File: src/sv/grle_pkg.sv
// shared types and constants for the grid map run-length decoder
`default_nettype none

package grle_pkg;

   localparam int DIM_BITS_DEF = 32;
   localparam int FRAME_DIM_W  = 32;
   localparam int BYTE_W       = 8;
   localparam int COUNT_W      = 2;
   localparam int HDR_IDX_W    = 3;

   localparam logic [HDR_IDX_W-1:0] HDR_LAST = 3'd7;

   typedef enum logic [2:0] {
      ST_HEADER,
      ST_MUL,
      ST_CONTROL,
      ST_RUN,
      ST_EXPAND,
      ST_LITERAL
   } state_type;

   typedef struct packed {
      logic hdr_shift;
      logic mul_load;
      logic rc_load;
      logic val_load;
      logic lit_step;
      logic exp_step;
   } cmd_type;

   typedef struct packed {
      logic hdr_last;
      logic dim_zero;
      logic lit_ctl;
      logic rc_zero;
      logic rc_one;
      logic left_zero;
      logic left_le1;
      logic exp_run_end;
      logic exp_frame_end;
      logic out_busy;
   } status_type;

endpackage

`default_nettype wire

File: src/sv/grle_ctrl.sv
// controller state machine: sequences header, control, run and literal words
`default_nettype none

module grle_ctrl (
   input  wire                  clock,
   input  wire                  reset,
   input  wire                  req_valid,
   output logic                 req_stall,
   input  wire                  rsp_stall,
   input  grle_pkg::status_type sts,
   output grle_pkg::cmd_type    cmd
);

   grle_pkg::state_type state_ff, state_in;
   logic out_free;
   logic accept;

   assign out_free = !sts.out_busy || !rsp_stall;

   always_comb begin
      case (state_ff)
         grle_pkg::ST_HEADER,
         grle_pkg::ST_CONTROL,
         grle_pkg::ST_RUN:     req_stall = 1'b0;
         grle_pkg::ST_LITERAL: req_stall = !out_free;
         default:              req_stall = 1'b1;
      endcase
   end

   assign accept = req_valid && !req_stall;

   // next state
   always_comb begin
      state_in = state_ff;
      case (state_ff)
         grle_pkg::ST_HEADER: begin
            if (accept && sts.hdr_last) state_in = grle_pkg::ST_MUL;
         end
         grle_pkg::ST_MUL: begin
            state_in = sts.dim_zero ? grle_pkg::ST_HEADER : grle_pkg::ST_CONTROL;
         end
         grle_pkg::ST_CONTROL: begin
            if (accept) state_in = sts.lit_ctl ? grle_pkg::ST_LITERAL : grle_pkg::ST_RUN;
         end
         grle_pkg::ST_RUN: begin
            if (accept) begin
               if (sts.left_zero)    state_in = grle_pkg::ST_HEADER;
               else if (sts.rc_zero) state_in = grle_pkg::ST_CONTROL;
               else                  state_in = grle_pkg::ST_EXPAND;
            end
         end
         grle_pkg::ST_EXPAND: begin
            if (out_free && sts.exp_run_end) begin
               state_in = sts.exp_frame_end ? grle_pkg::ST_HEADER : grle_pkg::ST_CONTROL;
            end
         end
         grle_pkg::ST_LITERAL: begin
            if (accept && sts.rc_one) begin
               state_in = sts.left_le1 ? grle_pkg::ST_HEADER : grle_pkg::ST_CONTROL;
            end
         end
         default: state_in = grle_pkg::ST_HEADER;
      endcase
   end

   // commands to the datapath
   always_comb begin
      cmd = '0;
      case (state_ff)
         grle_pkg::ST_HEADER:  cmd.hdr_shift = accept;
         grle_pkg::ST_MUL:     cmd.mul_load  = 1'b1;
         grle_pkg::ST_CONTROL: cmd.rc_load   = accept;
         grle_pkg::ST_RUN:     cmd.val_load  = accept;
         grle_pkg::ST_EXPAND:  cmd.exp_step  = out_free;
         grle_pkg::ST_LITERAL: cmd.lit_step  = accept;
         default:              cmd = '0;
      endcase
   end

   always_ff @(posedge clock) begin
      if (reset) begin
         state_ff <= grle_pkg::ST_HEADER;
      end else begin
         state_ff <= state_in;
      end
   end

endmodule

`default_nettype wire

File: src/sv/grle_dp.sv
// datapath: header words, cell counter, run counter and the result register
`default_nettype none

module grle_dp #(
   parameter int DIM_BITS = grle_pkg::DIM_BITS_DEF
) (
   input  wire                                    clock,
   input  wire                                    reset,
   input  wire  [grle_pkg::BYTE_W-1:0]            req_stream_byte,
   input  wire                                    rsp_stall,
   input  grle_pkg::cmd_type                      cmd,
   output grle_pkg::status_type                   sts,
   output logic                                   rsp_valid,
   output logic [grle_pkg::BYTE_W-1:0]            rsp_cell_first,
   output logic [grle_pkg::BYTE_W-1:0]            rsp_cell_second,
   output logic [grle_pkg::COUNT_W-1:0]           rsp_byte_count,
   output logic                                   rsp_run_last,
   output logic                                   rsp_frame_last,
   output logic [grle_pkg::FRAME_DIM_W-1:0]       rsp_frame_width,
   output logic [grle_pkg::FRAME_DIM_W-1:0]       rsp_frame_height
);

   localparam int CELL_W = 2 * DIM_BITS;
   localparam int BW     = grle_pkg::BYTE_W;

   logic [grle_pkg::HDR_IDX_W-1:0] hdr_idx_ff, hdr_idx_in;
   logic [DIM_BITS-1:0]            width_ff, width_in;
   logic [DIM_BITS-1:0]            height_ff, height_in;
   logic [CELL_W-1:0]              left_ff, left_in;
   logic [BW-1:0]                  rc_ff, rc_in;
   logic [BW-1:0]                  value_ff, value_in;

   logic                           valid_ff, valid_in;
   logic [BW-1:0]                  first_ff, first_in;
   logic [BW-1:0]                  second_ff, second_in;
   logic [grle_pkg::COUNT_W-1:0]   count_ff, count_in;
   logic                           rlast_ff, rlast_in;
   logic                           flast_ff, flast_in;
   logic [grle_pkg::FRAME_DIM_W-1:0] frame_w_ff, frame_w_in;
   logic [grle_pkg::FRAME_DIM_W-1:0] frame_h_ff, frame_h_in;

   logic                           take_two;
   logic [CELL_W-1:0]              take_cells;
   logic [BW-1:0]                  take_rc;
   logic                           left_nz;

   assign take_two   = (rc_ff >= BW'(2)) && (left_ff >= CELL_W'(2));
   assign take_cells = take_two ? CELL_W'(2) : CELL_W'(1);
   assign take_rc    = take_two ? BW'(2) : BW'(1);
   assign left_nz    = (left_ff != '0);

   always_comb begin
      sts.hdr_last      = (hdr_idx_ff == grle_pkg::HDR_LAST);
      sts.dim_zero      = (width_ff == '0) || (height_ff == '0);
      sts.lit_ctl       = (req_stream_byte != '0) && !req_stream_byte[BW-1];
      sts.rc_zero       = (rc_ff == '0);
      sts.rc_one        = (rc_ff == BW'(1));
      sts.left_zero     = !left_nz;
      sts.left_le1      = (left_ff <= CELL_W'(1));
      sts.exp_run_end   = (rc_ff == take_rc) || (left_ff == take_cells);
      sts.exp_frame_end = (left_ff == take_cells);
      sts.out_busy      = valid_ff;
   end

   always_comb begin
      hdr_idx_in = hdr_idx_ff;
      width_in   = width_ff;
      height_in  = height_ff;
      left_in    = left_ff;
      rc_in      = rc_ff;
      value_in   = value_ff;
      valid_in   = valid_ff && rsp_stall;
      first_in   = first_ff;
      second_in  = second_ff;
      count_in   = count_ff;
      rlast_in   = rlast_ff;
      flast_in   = flast_ff;
      frame_w_in = frame_w_ff;
      frame_h_in = frame_h_ff;

      if (cmd.hdr_shift) begin
         hdr_idx_in = hdr_idx_ff + grle_pkg::HDR_IDX_W'(1);
         // first four words build the width, the next four the height
         if (!hdr_idx_ff[grle_pkg::HDR_IDX_W-1]) begin
            width_in = DIM_BITS'({width_ff, req_stream_byte});
         end else begin
            height_in = DIM_BITS'({height_ff, req_stream_byte});
         end
      end

      if (cmd.mul_load) begin
         left_in = CELL_W'(width_ff) * CELL_W'(height_ff);
      end

      if (cmd.rc_load) begin
         // negative control word: repeat count is its magnitude
         rc_in = req_stream_byte[BW-1] ? (~req_stream_byte + BW'(1)) : req_stream_byte;
      end

      if (cmd.val_load) begin
         value_in = req_stream_byte;
      end

      if (cmd.lit_step) begin
         rc_in = rc_ff - BW'(1);
         if (left_nz) begin
            left_in    = left_ff - CELL_W'(1);
            valid_in   = 1'b1;
            first_in   = req_stream_byte;
            second_in  = '0;
            count_in   = grle_pkg::COUNT_W'(1);
            rlast_in   = 1'b1;
            flast_in   = (left_ff == CELL_W'(1));
            frame_w_in = grle_pkg::FRAME_DIM_W'(width_ff);
            frame_h_in = grle_pkg::FRAME_DIM_W'(height_ff);
         end
      end

      if (cmd.exp_step) begin
         rc_in      = rc_ff - take_rc;
         left_in    = left_ff - take_cells;
         valid_in   = 1'b1;
         first_in   = value_ff;
         second_in  = take_two ? value_ff : '0;
         count_in   = take_two ? grle_pkg::COUNT_W'(2) : grle_pkg::COUNT_W'(1);
         rlast_in   = sts.exp_run_end;
         flast_in   = sts.exp_frame_end;
         frame_w_in = grle_pkg::FRAME_DIM_W'(width_ff);
         frame_h_in = grle_pkg::FRAME_DIM_W'(height_ff);
      end
   end

   always_ff @(posedge clock) begin
      if (reset) begin
         hdr_idx_ff <= '0;
         valid_ff   <= 1'b0;
      end else begin
         hdr_idx_ff <= hdr_idx_in;
         valid_ff   <= valid_in;
      end
   end

   always_ff @(posedge clock) begin
      width_ff   <= width_in;
      height_ff  <= height_in;
      left_ff    <= left_in;
      rc_ff      <= rc_in;
      value_ff   <= value_in;
      first_ff   <= first_in;
      second_ff  <= second_in;
      count_ff   <= count_in;
      rlast_ff   <= rlast_in;
      flast_ff   <= flast_in;
      frame_w_ff <= frame_w_in;
      frame_h_ff <= frame_h_in;
   end

   assign rsp_valid        = valid_ff;
   assign rsp_cell_first   = first_ff;
   assign rsp_cell_second  = second_ff;
   assign rsp_byte_count   = count_ff;
   assign rsp_run_last     = rlast_ff;
   assign rsp_frame_last   = flast_ff;
   assign rsp_frame_width  = frame_w_ff;
   assign rsp_frame_height = frame_h_ff;

endmodule

`default_nettype wire

File: src/sv/grid_map_rle_decoder.sv
// Run-length decoder for grid map streams: one stream word in, up to two cells per result.
// Input channel req_: one byte per word. Each frame begins with eight header bytes,
// width then height, big-endian, of which the low DIM_BITS bits are kept.
// The body holds signed control bytes: negative repeats the next byte, positive
// copies that many literal bytes, zero skips one byte. Header and control bytes
// give no result; a frame of zero cells goes straight back to header parsing.
// Result channel rsp_: one or two cells per word plus run/frame end flags and the
// frame dimensions. A literal result shows in the cycle after its byte is taken; the first
// result of a run is formed in the expansion state after the run value byte, then registered.
// After the last header byte the controller passes through the cell-count multiplier
// state with req_stall high. A run value byte is followed by expansion, two cells per
// result word while two remain, over the run length clipped to the cells left, which
// waits while rsp_stall holds a word; req_stall is high meanwhile.
// Runs and literal groups are clipped at the frame's last cell.
// A single output register sits on the result side; while rsp_stall holds a word
// there, literal bytes and run expansion wait, header, control and run value
// bytes still flow.
// Synchronous reset returns to header parsing and empties the output register.
`default_nettype none

module grid_map_rle_decoder #(
   parameter int DIM_BITS = grle_pkg::DIM_BITS_DEF
) (
   input  wire                                clock,
   input  wire                                reset,
   input  wire                                req_valid,
   output logic                               req_stall,
   input  wire  [grle_pkg::BYTE_W-1:0]        req_stream_byte,
   output logic                               rsp_valid,
   input  wire                                rsp_stall,
   output logic [grle_pkg::BYTE_W-1:0]        rsp_cell_first,
   output logic [grle_pkg::BYTE_W-1:0]        rsp_cell_second,
   output logic [grle_pkg::COUNT_W-1:0]       rsp_byte_count,
   output logic                               rsp_run_last,
   output logic                               rsp_frame_last,
   output logic [grle_pkg::FRAME_DIM_W-1:0]   rsp_frame_width,
   output logic [grle_pkg::FRAME_DIM_W-1:0]   rsp_frame_height
);

   grle_pkg::cmd_type    cmd;
   grle_pkg::status_type sts;

   grle_ctrl u_ctrl (
      .clock     (clock),
      .reset     (reset),
      .req_valid (req_valid),
      .req_stall (req_stall),
      .rsp_stall (rsp_stall),
      .sts       (sts),
      .cmd       (cmd)
   );

   grle_dp #(
      .DIM_BITS (DIM_BITS)
   ) u_dp (
      .clock            (clock),
      .reset            (reset),
      .req_stream_byte  (req_stream_byte),
      .rsp_stall        (rsp_stall),
      .cmd              (cmd),
      .sts              (sts),
      .rsp_valid        (rsp_valid),
      .rsp_cell_first   (rsp_cell_first),
      .rsp_cell_second  (rsp_cell_second),
      .rsp_byte_count   (rsp_byte_count),
      .rsp_run_last     (rsp_run_last),
      .rsp_frame_last   (rsp_frame_last),
      .rsp_frame_width  (rsp_frame_width),
      .rsp_frame_height (rsp_frame_height)
   );

endmodule

`default_nettype wire

File: config.mk
export PLATFORM = sky130hd
export DESIGN_NAME = grid_map_rle_decoder
export DESIGN_NICKNAME = d
export VERILOG_FILES = /design/src/sv/grle_pkg.sv /design/src/sv/grle_ctrl.sv /design/src/sv/grle_dp.sv /design/src/sv/grid_map_rle_decoder.sv
export SDC_FILE = /design/constraint.sdc
export NUM_CORES = 2
export LEC_CHECK = 0
export BUFFER_PORTS_ARGS = -buffer_cell sky130_fd_sc_hd__buf_4
export CAP_MARGIN = 0
export CORE_MARGIN = 1
export CORE_UTILIZATION = 40
export CTS_CLUSTER_DIAMETER = 200
export DETAILED_ROUTE_END_ITERATION = 16
export GPL_ROUTABILITY_DRIVEN = 0
export PLACE_DENSITY_LB_ADDON = 0.05
export SLEW_MARGIN = 10
export SYNTH_ARGS = -nofsm -noshare
export SYNTH_HDL_FRONTEND = slang
export SYNTH_SLANG_ARGS = --single-unit
File: constraint.sdc
create_clock -name clock -period 14.3 [get_ports clock]
set_input_delay 0.715 -clock clock [delete_from_list [all_inputs] [get_ports clock]]
set_output_delay 0.715 -clock clock [all_outputs]
set_load 0.005 [all_outputs]
==> results_dict.tcl <==
set metrics [dict create \
    max_cap_viol_count 0 \
    io_pins 98 \
    path_common_cell "fa_1" \
    vias_per_cell 5.25 \
    chipWidth_um 337 \
    syn_nets 5986 \
    grt_max_degree 62 \
    rows 122 \
    coreArea_mm2 0.111 \
    syn_area_mm2 0.0448 \
    antenna_found_initial 3 \
    synth_top_area_share_pct 40.1 \
    synth_area_leaders "fa_1 (40%), edfxtp_1 (11%), and2_1 (8.5%)" \
    drv_slew 0 \
    antenna_left 0 \
    worstMarginPinSlew_ps 1270 \
    dieArea_mm2 0.113 \
    ys_ff_latch 235 \
    fin_hold_ws_ps 314 \
    rsz0062_at_grt "false" \
    yosys_warnings 0 \
    final_common_cell "fa_1" \
    r2r_setup_slack_ps 5310 \
    clk_pin_slew_worst_paths_ps 60 \
    skew_ps 26.9 \
    wl_per_cell_um 22.4 \
    die_h_um 337 \
    end_kind "register" \
    ys_async_sr_fraction_pct 0 \
    fin_tns_setup_ps 0 \
    placed_area_mm2 0.0469 \
    groute.usage.overall_pct 25.8 \
    yosys.cell_types.count 87 \
    clock_path_buffers 3 \
    clkSinkCount 235 \
    fin_nets 5916 \
    crit_chain "buf_4 > and2_1 > fa_1 > fa_1 > inv_1 > fa_1 > fa_1 > inv_1 > fa_1 > fa_1 > fa_1 > fa_1 > ha_1 > and3_1 > or3b_1 > a2111oi_2 > o2111ai_1 > a211oi_1 > o21ai_0 > and3_1 > o21ai_0 > a22oi_1" \
    synth_top_cell_by_area "fa_1" \
    crit_path_max_fanout 22 \
    synth_edf_count 164 \
    max_freq_mhz 111 \
    drive_gt1_share_pct 5.85 \
    wirelength_mm 140 \
    cts_root_buf "clkbuf_16" \
    drc 0 \
    nFillCells 11100 \
    post_cts_resize_count 0 \
    critical_path_arrival_ps 9440 \
    cp-start-kind "register" \
    postCtsHoldBufs 0 \
    synthCells 4800 \
    max_stage_delay_ps 760 \
    crit_required_ps 14750 \
    grt_pass1_wl_mm 220 \
    io_buffers 97 \
    start_util_pct 40.4 \
    setup_viol_count_final 0 \
    grt.overflow.total 0 \
    htreeDepth 2 \
    critical_path_class "register to register" \
    mostFrequentLayoutCells "fa_1 (898), inv_1 (866), nand2_1 (610)" \
    period_needed_ps 8990 \
    final_cell_area_mm2 0.0481 \
    fin_crit_sh_pct 62.9 \
    vias 32800 \
    place_hpwl_mm 104 \
    numCtsBuffers 37 \
    hold_violations 0 \
    synth_ff_type "edfxtp_1" \
    synth_area_per_cell_um2 9.33 \
    run_status "finished, final reports clean" \
    area_growth_pct 7.37 \
    clk_latency_ps 620 \
    maxSlewHeadroom_pct 13.0 \
    drtPass1Iterations 5 \
    hold_class "input pin to register" \
    cts_tree "yes" \
    post_cts_buffers 0 \
    grt_pass1_vias 34900 \
    seq_area_frac_synth_pct 14.2 \
    cp_slowest_cell "edfxtp_1" \
    drtIter0Drc 2219 \
]
[synthesized netlist by cell type, drive strengths merged (49+ instances only)]
| cell | count |
|---|---|
| fa | 898 |
| inv | 867 |
| nand2 | 610 |
| and2 | 606 |
| ha | 276 |
| clkbuf | 263 |
| edfxtp | 164 |
| a21oi | 150 |
| nor2 | 134 |
| o21ai | 108 |
| dfxtp | 71 |
| nor3 | 61 |
| xnor2 | 60 |
| nor4 | 49 |
[flip-flops by register name (all words and copies together), names as in the netlist, 2 cells and up]
register and cells:
u_dp.left_ff 64, u_dp.rsp_cell_second 8, u_dp.rsp_frame_height 32, u_dp.hdr_idx_ff 3, u_ctrl.state_ff 3, u_dp.rsp_byte_count 2
u_dp.width_ff 32, u_dp.height_ff 32, u_dp.rsp_frame_width 32, u_dp.value_ff 8, u_dp.rsp_cell_first 8, u_dp.rc_ff 8
[worst paths after layout]
path                                           end          startpoint  depth (start not counted)
worst max register to register    u_dp.left_ff[63]  u_dp.height_ff[16]                         22
worst min register to register   u_dp.width_ff[26]   u_dp.width_ff[18]                          0
worst max-delay path              u_dp.left_ff[63]  u_dp.height_ff[16]                         22
worst min-delay path            u_ctrl.state_ff[2]               reset                          2
[layer usage]
layer / part of all wire, % / vias to the layer above / GRT usage [%]
li1: - / 14700 / -
met1: 49 / 17000 / 39.4
met2: 44 / 859 / 39.0
met3: 5.8 / 117 / 3.63
met4: 1.4 / 0 / 4.49
met5: 0 / - / 0
[worst max-delay path: cells and delay by family (launching register included)]
kind	cells	cell delay (ps)
flops	1	760
compound gates	6	1930
fa+ha+maj	9	4480
buf+inv	3	510
simple gates	4	1110
[metrics by stage]
stage                     cells  util (%)  setup WS [ps]
after CTS                  6242      43.4           5370
after detailed placement   6179      42.3           5450
after global routing       6242      43.4           4990
after floorplan            4800         -           6970
after global placement     6179      42.3           5420
final                      6243      43.4           5310
[layout make-up]
type	instances	area, µm²	area share, %
inverters	867	3260	6.77
clock buffers	42	975	2.03
multi-input cells	3412	34100	70.9
clock inverters	21	235	0.489
diodes	1	2.50	0.00520
well taps	1488	1860	3.87
repair buffers	177	1330	2.76
flip-flops and latches	235	6350	13.2
[logic make-up after synthesis]
logic type                 Yosys count  synth area share (%)
adders and majority gates         1174                  47.9
AOI/OAI and AO/OA                  501                  7.20
muxes                                4                0.0922
DFF                                235                  14.2
buffers and inverters             1153                  9.78
xor gates and xnor gates           106                  2.07
and+or+nand+nor                   1627                  18.8
Power is not shown: default switching activity piles up to over one toggle a cycle in this logic, so the estimate is an artifact.
